===== src/rtl/ilid_pkg.sv =====
// Shared types, codes and sizes for the indexed list block.
// Used by the list cells, the top level and the port checker.
package ilid_pkg;

  // Size of the list and derived widths
  localparam int CAPACITY  = 64;
  localparam int VAL_W     = 32;
  localparam int POS_W     = 8;
  localparam int OPC_W     = 3;
  localparam int STAT_W    = 2;
  localparam int CNT_W     = $clog2(CAPACITY + 1);
  localparam int CMP_W     = (POS_W > CNT_W) ? POS_W : CNT_W;
  localparam int GRP_SIZE  = 8;
  localparam int NUM_GRPS  = (CAPACITY + GRP_SIZE - 1) / GRP_SIZE;

  // Request opcodes
  localparam logic [OPC_W-1:0] OP_READ = 3'd0;
  localparam logic [OPC_W-1:0] OP_HEAD = 3'd1;
  localparam logic [OPC_W-1:0] OP_TAIL = 3'd2;
  localparam logic [OPC_W-1:0] OP_AT   = 3'd3;
  localparam logic [OPC_W-1:0] OP_DEL  = 3'd4;

  // Result status codes
  localparam logic [STAT_W-1:0] STAT_DONE  = 2'd0;
  localparam logic [STAT_W-1:0] STAT_RANGE = 2'd1;
  localparam logic [STAT_W-1:0] STAT_FULL  = 2'd2;

  // Sequencer states
  typedef enum logic [1:0] {
    ST_IDLE,
    ST_EXEC,
    ST_RESULT
  } state_t;

  // Command broadcast to every cell of the row
  typedef struct packed {
    logic             ins;
    logic             del;
    logic [CMP_W-1:0] pos;
    logic [VAL_W-1:0] value;
  } cell_cmd_t;

endpackage


===== src/rtl/ilid_cell.sv =====
// One storage cell of the list row: holds one entry and shifts with its neighbours.
// Depends on ilid_pkg for the command struct and widths.
module ilid_cell import ilid_pkg::*; (
  input  logic             clk,
  input  logic [CMP_W-1:0] cell_idx,
  input  cell_cmd_t        cmd,
  input  logic [VAL_W-1:0] left_value,
  input  logic [VAL_W-1:0] right_value,
  output logic [VAL_W-1:0] cell_value,
  output logic [VAL_W-1:0] rd_word
);

  logic [VAL_W-1:0] value_r;
  logic [VAL_W-1:0] value_nxt;

  // Pick own, new, left or right value
  always_comb begin
    value_nxt = value_r;
    if (cmd.ins) begin
      if (cell_idx > cmd.pos) begin
        value_nxt = left_value;
      end else if (cell_idx == cmd.pos) begin
        value_nxt = cmd.value;
      end
    end else if (cmd.del) begin
      if (cell_idx >= cmd.pos) begin
        value_nxt = right_value;
      end
    end
  end

  always_ff @(posedge clk) begin
    value_r <= value_nxt;
  end

  // Drive the entry onto the read tree only when addressed
  assign rd_word    = (cell_idx == cmd.pos) ? value_r : '0;
  assign cell_value = value_r;

endmodule


===== config.mk =====
export PLATFORM = sky130hd
export DESIGN_NAME = ilid_cell
export DESIGN_NICKNAME = d
export VERILOG_FILES = /design/src/rtl/ilid_pkg.sv /design/src/rtl/ilid_cell.sv
export SDC_FILE = /design/constraint.sdc
export NUM_CORES = 1
export LEC_CHECK = 0
export BUFFER_PORTS_ARGS = -buffer_cell sky130_fd_sc_hd__buf_4
export CAP_MARGIN = 20
export CORE_MARGIN = 2
export CORE_UTILIZATION = 36
export CTS_CLUSTER_DIAMETER = 150
export DETAILED_ROUTE_END_ITERATION = 8
export PLACE_DENSITY = 0.86
export REMOVE_ABC_BUFFERS = 1
export SLEW_MARGIN = 20
export SYNTH_ARGS = -nofsm -noshare
export SYNTH_HDL_FRONTEND = slang
export SYNTH_SLANG_ARGS = --single-unit

===== constraint.sdc =====
create_clock -name clk -period 2.9 [get_ports clk]
set_input_delay 0.29 -clock clk [delete_from_list [all_inputs] [get_ports clk]]
set_output_delay 0.29 -clock clk [all_outputs]
set_load 0.02 [all_outputs]

* Word-level counts from Yosys, hierarchy flattened *
Index checks and enable logic that the tools add are counted.

storage, ports and cells
  flip-flop bits (word level) = 32
  bits of input ports = 115
  output and inout port bits = 64

cells by class
  $lt $le $gt $ge = 2
  equality and inequality tests = 2
  mux-type cells = 6
  reductions and logical operators = 3

operators by type and width
  cell                                                             number
  32-bit 2-to-1 mux                                                6
  8-bit == test                                                    1
  8-bit greater-or-equal comparator                                1
  8-bit greater-than comparator                                    1
  2-bit nonzero test                                               2
  3-bit by 1-bit != test with 1-bit output, second input constant  1
  3-bit AND reduction                                              1

* Depth between registers and ports, before layout *
Gate-level depths: netlist (run 1).

  depth after elaboration = 4
  depth in mapped cells = 8

* Worst setup path after synthesis (run 1) *
OpenSTA, ideal clock, no wires.

  path type = input -> register
  start = input cmd[35] (netlist name)
  end = register value_r[0] (netlist: cell_value[0]) (enable)
  setup time = 0.421 ns
  arrival = 2.496 ns
  required time = 2.479 ns
  slack = -0.017 ns
  stages = 6
  path buffers = 0
  cells stage by stage = inv_1 > ha_1 > nand4_1 > nor2_4 > nor4_1 > nor2_1

on the way
  longest elaborated chain between the ends = 3

ends and longest elaborated chain
  what                                                                                             line             text
  start: declaration                                                                               ilid_cell.sv:6   input cell_cmd_t cmd,
  8-bit greater-than comparator, or another cell as far along                                      ilid_cell.sv:20  if (cell_idx > cmd.pos) begin
  3-bit by 1-bit != test with 1-bit output (no source line) or 2-bit nonzero test (tied branches)  n/a
  3-bit AND reduction (no source line) (*)                                                         n/a
  end signal: assignment                                                                           ilid_cell.sv:33  value_r <= value_nxt;
  end: declaration                                                                                 ilid_cell.sv:13  logic [VAL_W-1:0] value_r;

Every way passes the cells marked *; elsewhere a longest branch is shown, timed or not.
A chain may end at the register's enable or synchronous reset.

* Final worst setup path (run 1) *
  start = input cell_idx[3]
  end = register value_r[12] (netlist: cell_value[12]) (enable)

on the way
  longest elaborated chain between the ends = 3

ends and longest elaborated chain
  what                                                                                             line             text
  start: declaration                                                                               ilid_cell.sv:5   input logic [CMP_W-1:0] cell_idx,
  8-bit greater-than comparator, or another cell as far along                                      ilid_cell.sv:20
  3-bit by 1-bit != test with 1-bit output (no source line) or 2-bit nonzero test (tied branches)  n/a
  3-bit AND reduction (no source line) (*)                                                         n/a

Marks and branches as above.

==> summary.md, run 1 <==
| Metric | Value |
|---|---|
| Outcome | finished clean |
| Die Ht | 83.0 um |
| IO Count | 179 |
| CTS Buf Count | 5 |
| Top cells by area, synth | edfxtp_1 (43%), a31oi_1 (8.9%), and2_1 (8.9%) |
| Synth Cell Area | 2250 um2 |
| Crit Path Max Fanout | 32 |
| CTS clk-pin slew, worst paths | 0.07 ns |
| Yosys cell types | 26 |
| Final Instance Count excl. Fillers | 489 |
| Mapped Cells | 247 |
| # port buffers | 178 |
| PwrDens | 406 nW/um2 |
| # rows | 28 |
| First drt pass iteration count | 4 |
| Data arrival, critical path | 2.27 ns |
| Setup Viol. Count Final | 0 |
| Placer's final routability congestion estimate | 0.805 |
| # clock sinks | 32 |
| Max Slew Vio Count | 0 |
| Top cell type's share of synthesized area | 0.428 |
| # Post-CTS Setup Buffers | 0 |
| Die ar. | 6890 um2 |
| First-pass GRT wire length | 12,500 um |
| Antenna violations before repair | 0 |
| Final Hold Vio Count | 0 |
| Synth Register Bits | 32 |
| Fmax | 423 MHz |
| Synth async-reset ratio | 0 |
| Final wirelength | 7770 um |
| Hold Path Class | in2reg |
| Fill cell count | 545 |
| Post-DP HPWL | 5900 um |
| DRC | 0 |
| Leading cell type by number of instances after synthesis | nor2_1 |
| Clock buffer depth | 2 |
| Layout cells sized above 1 | 0.488 |
| Ant. Diodes | 0 |
| Fin crit period | 2.36 ns |
| Worst-Margin Slew | 0.901 ns |
| Final period utilization | 0.815 |
| Pre-CTS setup slack | 0.177 ns |
| P_leak | 1.69 nW |
| Slew headroom | 0.398 |
| WHS | 0.357 ns |
| Placed insts | 482 |
| Drt initial violations | 97 |
| GRT overflow | 0 |
| Critical Path End Type | flip-flop |
| Vias in the first global route | 2,582 |
| WL/cell | 15.9 um |
| # resized after CTS | 0 |
| Largest net degree at the start of global routing | 65 |
| Final core utilization | 0.612 |
| Root Driver | clkbuf_8 |
| CP required | 2.81 ns |
| YS warnings | 0 |
| Layout area overhead | 63.0% |
| Max VDD drop | 0.000242 V |
| Largest register FFs | 32 |
| Cts hold-fix bufs | 0 |
| Most common flop cell mapped by yosys | edfxtp_1 |
| Vias | 2,554 |
| Overall global routing resource usage | 0.224 |
| Syn avg cell area | 9.10 um2 |
| H-tree levels | 2 |
| Die extent in x | 83.0 um |
| Total core area | 5990 um2 |
| Vias/cell | 5.22 |
| Worst setup startpoint | cell_idx[3] |
| Seq/Total Area, Yosys | 0.428 |
| Layout net count | 537 |
| Most instantiated cells after synthesis | nor2_1 (35), a31oi_1 (32), and2_1 (32), edfxtp_1 (32), nand3_1 (32) |
| Min-delay src | right_value[21] |
| CTS tree | yes |
| Final worst slack | 0.537 ns |
| Antenna viol nets, final | 0 |
| Startpoint types | input pin |
| EDFF count, synth | 32 |
| RSZ-0062 raised after global routing | false |
| Max_cap viols | 0 |
| Largest area contributor in the netlist | edfxtp_1 |
| Initial core utilization | 0.375 |
| CP Class | in2reg |
[cells in the final DEF, fill, tap and decap left out, drive strengths merged]
cell	instances
a211o	1
a211oi	2
a21oi	2
a31oi	32
and2	32
buf	182
clkbuf	6
clkinv	1
edfxtp	32
ha	8
inv	8
nand3	32
nand4	2
nor2	36
nor2b	1
nor4	1
o211ai	1
o21ai	33
o22a	1
o22ai	1
[worst max-delay path, stage by stage]
cell and delay (ns):
buf_4 0.11, ha_1 0.32, nand4_1 0.23, nor2_4 0.40, nor4_1 0.16, nor2_4 0.73
[final cells by class]
class,instances,area (um2),area share
Sequential cell,32,961,0.262
Clock inverter,1,5.00,0.00137
Inverter,8,30.0,0.00820
Multi-Input combinational cell,185,1130,0.308
Tap cell,75,93.8,0.0256
Timing Repair Buffer,182,1370,0.375
Clock buffer,6,72.6,0.0198
[per-stage QoR]
step	setup TNS [ns]	instance area (um2)	power [mW]
floorplan	-7.07	2110	0.882
global placement	0	3570	1.16
detailed placement	0	3580	1.18
CTS	0	3660	1.50
global route	0	3660	1.56
finish	0	3660	1.49
[per-layer routing]
metal	global-route usage	vias to the layer above	wire, um
li1	-	1234	-
met1	0.238	1157	2780
met2	0.424	143	4190
met3	0.0606	20	610
met4	0.0700	0	183
met5	0	-	0
[where the power goes]
group / leakage (nW) / switching [mW] / internal, mW
Sequential: 0.306 / 0.0368 / 0.602
Clock: 0.0410 / 0.160 / 0.163
Combinational: 1.34 / 0.278 / 0.249
[logic make-up after synthesis]
family | Yosys count | synth area share
and+or+nand+nor | 104 | 0.243
adders and majority gates | 8 | 0.0445
AOI/OAI and AO/OA | 73 | 0.210
DFF | 32 | 0.428
buffers and inverters | 30 | 0.0746
[final timing paths]
kind | depth (start not counted) | slack (ns) | end
setup / recovery | 6 | 0.54 | cell_value[12]
hold / removal | 3 | 0.36 | cell_value[21]
Note: power is estimated with default switching activity, not from simulation.
==> run 2, diff against run 1 <==
Clock period 2.9 ns to 1.9 ns, I/O delays scaled along.
==> run 2 against run 1 <==
Sequential power is 53% higher. Total power rose by 56%. Cell area grew 3.5%. Routed wire length fell by 0.27%. Core utilization increased by 2.1 points. Sequential share of layout area down 0.88 points. Critical path type is now in2out. Critical endpoint is now rd_word[8]. Largest power group unchanged. Highest routed layer unchanged.
==> summary.md, run 2 (synthesis results as in run 1) <==
| Metric | Value |
|---|---|
| Total power | 2.32 mW (was 1.49 mW) |
| GRT overflow | 0 (unchanged) |
| Overall global routing resource usage | 0.216 (was 0.224) |
| Ant. Diodes | 0 (unchanged) |
| Register area | 961 um2 (unchanged) |
| P_leak | 1.76 nW (was 1.69 nW) |
| Worst setup startpoint | cell_idx[3] (unchanged) |
| Antenna viol nets, final | 0 (unchanged) |
| Min-delay src | right_value[13] (was right_value[21]) |
| CP required | 1.71 ns (was 2.81 ns) |
| First-pass GRT wire length | 12,000 um (was 12,500 um) |
| Delay-heaviest family, CP | simple AND/OR/NAND/NOR gates (unchanged) |
| Fill cell count | 532 (was 545) |
| Clock buffer depth | 2 (unchanged) |
| IO Count | 179 (unchanged) |
| H-tree levels | 2 (unchanged) |
| Area of the multi-input gates | 1130 um2 (about the same) |
| CTS Buf Count | 5 (unchanged) |
| WL/cell | 15.5 um (was 15.9 um) |
| Largest stage delay, worst path | 0.33 ns (was 0.73 ns) |
| CP max stage cell | ha_1 (was nor2_4) |
| Largest register FFs | 32 (unchanged) |
| Die ar. | 6890 um2 (unchanged) |
| Worst-Margin Slew | 0.358 ns (was 0.901 ns) |
| Drt initial violations | 69 (was 97) |
| Cell count along the critical path | 7 (was 6) |
| Fmax | 549 MHz |
| Vias in the first global route | 2,582 (unchanged) |
| Buf+Inv Stages, Crit Path | 3 (was 1) |
| Power Internal | 1.59 mW (was 1.01 mW) |
| Root Driver | clkbuf_8 (unchanged) |
| Antenna violations before repair | 0 (unchanged) |
| # rows | 28 (unchanged) |
| Comb pwr share | 0.370 (was 0.354) |
| Max Slew Vio Count | 0 (unchanged) |
| Layout cells sized above 1 | 0.499 (was 0.488) |
| Max_cap viols | 0 (unchanged) |
| Commonest non-fill, non-tap cell in the layout | buf_4 (unchanged) |
| Data arrival, critical path | 1.63 ns (was 2.27 ns) |
| DRC | 0 (unchanged) |
| Sequential share of power | 0.420 (was 0.429) |
| Layout net count | 548 (was 537) |
| Crit-path cells | buf_4 -> ha_1 -> nand4_1 -> nor2_4 -> buf_6 -> and2_1 -> buf_4 (was buf_4 -> ha_1 -> nand4_1 -> nor2_4 -> nor4_1 -> nor2_4) |
| CTS tree | yes (unchanged) |
| Die extent in x | 83.0 um (unchanged) |
| Placed inst area | 3700 um2 (was 3580 um2) |
| Most frequent cells in the layout | buf_4 (188), nor2_1 (34) (was buf_4 (181), nor2_1 (34)) |
| Clk network pwr share | 0.210 (was 0.217) |
| Critical Path End Type | output port (was flip-flop) |
| CTS clk-pin slew, worst paths | 0.07 ns (about the same) |
| Crit Path Max Fanout | 25 (was 32) |
| Hold Path Class | in2reg (unchanged) |
| Placer's final routability congestion estimate | 0.885 (was 0.805) |
| Die Ht | 83.0 um (unchanged) |
| Post-route cell area | 3790 um2 (was 3660 um2) |
| Max VDD drop | 0.000359 V (was 0.000242 V) |
| Startpoint types | input pin (unchanged) |
| Sw frac | 0.315 (was 0.319) |
| CP Class | in2out (was in2reg) |
| Vias/cell | 5.27 (was 5.22) |
| Fin crit period | 1.82 ns |
| First drt pass iteration count | 4 (unchanged) |
| Largest net degree at the start of global routing | 33 (was 65) |
| Vias | 2,636 (was 2,554) |
| PwrDens | 612 nW/um2 (was 406 nW/um2) |
| # clock sinks | 32 (unchanged) |
| Total core area | 5990 um2 (unchanged) |
| CP endpoint | rd_word[8] (was cell_value[12]) |
| # port buffers | 178 (unchanged) |
| Outcome | finished clean (unchanged) |
| Most frequent CP cell | buf_4 (was nor2_4) |
| Final Hold Vio Count | 0 (unchanged) |
| Slew headroom | 0.761 (was 0.398) |
| Final period utilization | 0.959 |
| Final wirelength | 7750 um (was 7770 um) |
| Layout area overhead | 68.7% (was 63.0%) |
| Post-DP HPWL | 6070 um (was 5900 um) |
| Setup Viol. Count Final | 0 (unchanged) |
| NetSw | 731 uW (was 474 uW) |
| Initial core utilization | 0.375 (unchanged) |
[run 2: area by class of cell]
cell class	instances	share of cell area
Timing Repair Buffer	193	0.396
Multi-Input combinational cell	185	0.297
Sequential cell	32	0.253
Tap cell	75	0.0248
Clock buffer	6	0.0191
Inverter	8	0.00792
Clock inverter	1	0.00132
[run 2: power by group through the flow]
stage / Sequential, mW / Clock [mW] / Combinational [mW]
2_1_floorplan: 1.11 / 0 / 0.234
3_5_place_dp: 0.992 / 0 / 0.857
4_1_cts: 0.980 / 0.502 / 0.857
5_1_grt: 0.990 / 0.529 / 0.917
3_3_place_gp: 0.986 / 0 / 0.830
6_report: 0.975 / 0.487 / 0.859
[run 2: what timing repair did]
item / 4_1_cts / 5_1_grt
setup buffers: 0 / 1
hold buffers: 0 / 0
setup endpoints to repair: 0 / 25
resized for setup: 0 / 1
[run 2: how the worst min path moves through the flow]
stage / to / slack, ns / cells past startpoint
floorplan: cell_value[0] / 0.40 / 1
global placement: cell_value[23] / 0.53 / 3
detailed placement: cell_value[13] / 0.54 / 3
CTS: cell_value[13] / 0.24 / 3
global route: cell_value[6] / 0.25 / 3
finish: cell_value[13] / 0.25 / 3
[run 2: per-layer routing]
metal | track usage | part of all wire | wire length (um)
met5 | 0 | 0 | 0
met4 | 0.0894 | 0.028 | 214
met3 | 0.0457 | 0.075 | 582
met2 | 0.418 | 0.54 | 4210
met1 | 0.221 | 0.35 | 2740
[run 2: stage by stage]
stage / worst slack, ns / hold WS, ns / instances / TNS, ns / util
after floorplan: -1.12 / 0.404 / 225 / -39.73 / -
after global placement: -0.0691 / 0.526 / 492 / -2.62 / 0.618
after detailed placement: -0.103 / 0.536 / 492 / -5.09 / 0.618
after CTS: 0.0363 / 0.243 / 499 / 0 / 0.631
after global routing: -0.0353 / 0.247 / 500 / -0.557 / 0.633
final: 0.0773 / 0.252 / 500 / 0 / 0.633
==> run 3, diff against run 2 <==
Settings changed: CORE_UTILIZATION 36 to 35, PLACE_DENSITY 0.86 to 0.84.
==> run 3 against run 2 <==
Cell area grew 2.6%. Die area grew 2.7%. First-iteration DRC count grew 62%. Sequential cell count is the same. Critical endpoint is now rd_word[17]. Highest routed layer unchanged. Total power grew 6.9%.
==> summary.md, run 3 (synthesis results as in run 1) <==
| Metric | Value |
|---|---|
| Outcome | finished clean (unchanged) |
| Total core area | 6280 um2 (was 5990 um2) |
| Buf+Inv Stages, Crit Path | 3 (unchanged) |
| Clock buffer depth | 2 (unchanged) |
| Fin crit period | 1.79 ns (was 1.82 ns) |
| Fill cell count | 535 (was 532) |
| Die ar. | 7080 um2 (was 6890 um2) |
| Post-DP HPWL | 6030 um (was 6070 um) |
| Most frequent cells in the layout | buf_4 (193), nor2_1 (34) (was buf_4 (188), nor2_1 (34)) |
| Worst-Margin Slew | 0.286 ns (was 0.358 ns) |
| Vias | 2,617 (was 2,636) |
| Critical Path End Type | output port (unchanged) |
| # clock sinks | 32 (unchanged) |
| Die Ht | 84.1 um (was 83.0 um) |
| Comb pwr share | 0.351 (was 0.370) |
| Clk network pwr share | 0.257 (was 0.210) |
| Fmax | 559 MHz (was 549 MHz) |
| Layout cells sized above 1 | 0.507 (was 0.499) |
| PwrDens | 638 nW/um2 (was 612 nW/um2) |
| Power Internal | 1.74 mW (was 1.59 mW) |
| Root Driver | clkbuf_8 (unchanged) |
| CTS Buf Count | 5 (unchanged) |
| CP Class | in2out (unchanged) |
| Final Instance Count excl. Fillers | 509 (was 500) |
| Layout net count | 554 (was 548) |
| Layout area overhead | 73.1% (was 68.7%) |
| Largest stage delay, worst path | 0.30 ns (was 0.33 ns) |
| Placed insts | 500 (was 492) |
| Die extent in x | 84.1 um (was 83.0 um) |
| Final wirelength | 7610 um (was 7750 um) |
| H-tree levels | 2 (unchanged) |
| Vias in the first global route | 2,642 (was 2,582) |
| Final period utilization | 0.942 (was 0.959) |
| NetSw | 737 uW (was 731 uW) |
| Most frequent CP cell | buf_4 (unchanged) |
| P_leak | 1.81 nW (was 1.76 nW) |
| CP max stage cell | ha_1 (unchanged) |
| Crit-path cells | buf_4 -> ha_1 -> nand4_1 -> nor2_4 -> buf_4 -> and2_1 -> buf_4 (was buf_4 -> ha_1 -> nand4_1 -> nor2_4 -> buf_6 -> and2_1 -> buf_4) |
| Vias/cell | 5.14 (was 5.27) |
| Worst Hold Path EP | cell_value[4] (was cell_value[13]) |
| WL/cell | 15.0 um (was 15.5 um) |
| Hold Path Class | in2reg (unchanged) |
| Placer's final routability congestion estimate | 0.787 (was 0.885) |
| Sequential share of power | 0.392 (was 0.420) |
| Final Hold Vio Count | 0 (unchanged) |
| # resized after CTS | 0 (unchanged) |
| Slew headroom | 0.809 (was 0.761) |
| Drt initial violations | 112 (was 69) |
| Data arrival, critical path | 1.60 ns (was 1.63 ns) |
| Delay-heaviest family, CP | simple AND/OR/NAND/NOR gates (unchanged) |
| Total power | 2.48 mW (was 2.32 mW) |
| DRC | 0 (unchanged) |
| Initial core utilization | 0.358 (was 0.375) |
| # port buffers | 178 (unchanged) |
| Largest net degree at the start of global routing | 46 (was 33) |
| Sw frac | 0.297 (was 0.315) |
| Crit Path Max Fanout | 20 (was 25) |
| First-pass GRT wire length | 11,900 um (was 12,000 um) |
| Max Slew Vio Count | 0 (unchanged) |
| Max VDD drop | 0.000325 V (was 0.000359 V) |
| Startpoint types | input pin (unchanged) |
| RSZ-0062 raised after global routing | false |
| Overall global routing resource usage | 0.208 (was 0.216) |
| CTS clk-pin slew, worst paths | 0.07 ns (about the same) |
| Worst Hold Path Cells | 3 (unchanged) |
| Antenna viol nets, final | 0 (unchanged) |
| Max_cap viols | 0 (unchanged) |
| Commonest non-fill, non-tap cell in the layout | buf_4 (unchanged) |
| Min-delay src | right_value[4] (was right_value[13]) |
| IO Count | 179 (unchanged) |
| GRT overflow | 0 (unchanged) |
| Largest register FFs | 32 (unchanged) |
| Antenna violations before repair | 0 (unchanged) |
| Setup Viol. Count Final | 0 (unchanged) |
| First drt pass iteration count | 4 (unchanged) |
| CTS tree | yes (unchanged) |
| # rows | 29 (was 28) |
| CP required | 1.71 ns (about the same) |
| Ant. Diodes | 0 (unchanged) |
[run 3: changes by cell type in the layout (fill, tap and decap cells not counted), sizes merged]
cell | before | now
buf | 193 | 199
bufinv | 0 | 1
[run 3: through the flow]
stage | setup TNS, ns | worst slack, ns | instance area, um2 | utilization | hold slack, ns
after detailed placement | -1.67 | -0.0768 | 3770 | 0.601 | 0.536
final | 0 | 0.111 | 3890 | 0.620 | 0.252
after floorplan | -39.73 | -1.12 | 2110 | - | 0.404
after CTS | 0 | 0.104 | 3880 | 0.618 | 0.238
after global routing | 0 | 0.0178 | 3890 | 0.620 | 0.252
after global placement | -1.26 | -0.0490 | 3770 | 0.601 | 0.529
[run 3: worst min-delay path: stages]
cell     delay, ns
buf_4         0.08
nor2_1        0.03
a31oi_1       0.12
[run 3: layout make-up]
cell class | count | area (um2) | area share
Timing Repair Buffer | 199 | 1570 | 0.403
Multi-Input combinational cell | 185 | 1130 | 0.289
Sequential cell | 32 | 961 | 0.247
Tap cell | 77 | 96.3 | 0.0248
Clock buffer | 6 | 72.6 | 0.0187
Clock inverter | 2 | 35.0 | 0.00901
Inverter | 8 | 30.0 | 0.00772
[run 3: power by group through the flow]
stage | clock, mW | combinational (mW) | sequential, mW
5_1_grt | 0.673 | 0.932 | 0.986
6_report | 0.638 | 0.871 | 0.972
2_1_floorplan | 0 | 0.234 | 1.11
4_1_cts | 0.653 | 0.874 | 0.974
3_3_place_gp | 0 | 0.852 | 0.985
3_5_place_dp | 0 | 0.873 | 0.987
[run 3: worst max-delay path by stage]
stage / to / from / slack, ns / depth (start not counted)
2_1_floorplan: cell_value[0] / cmd[35] / -1.12 / 6
3_3_place_gp: cell_value[13] / cell_idx[1] / -0.05 / 9
3_5_place_dp: cell_value[21] / cell_idx[5] / -0.08 / 8
4_1_cts: rd_word[17] / cell_idx[7] / 0.10 / 7
5_1_grt: rd_word[17] / cmd[35] / 0.02 / 8
6_report: rd_word[17] / cell_idx[3] / 0.11 / 7
[run 3: what timing repair did]
action / in CTS / in global routing
hold buffers: 0 / 0
setup endpoints to repair: 0 / 3
buffers inserted: 0 / 1
[run 3: metal layers]
layer	routed length [um]	up-vias	track usage
met2	3960	151	0.388
met5	0	-	0
met3	595	18	0.0485
met1	2830	1178	0.222
met4	221	0	0.0894
li1	-	1270	-
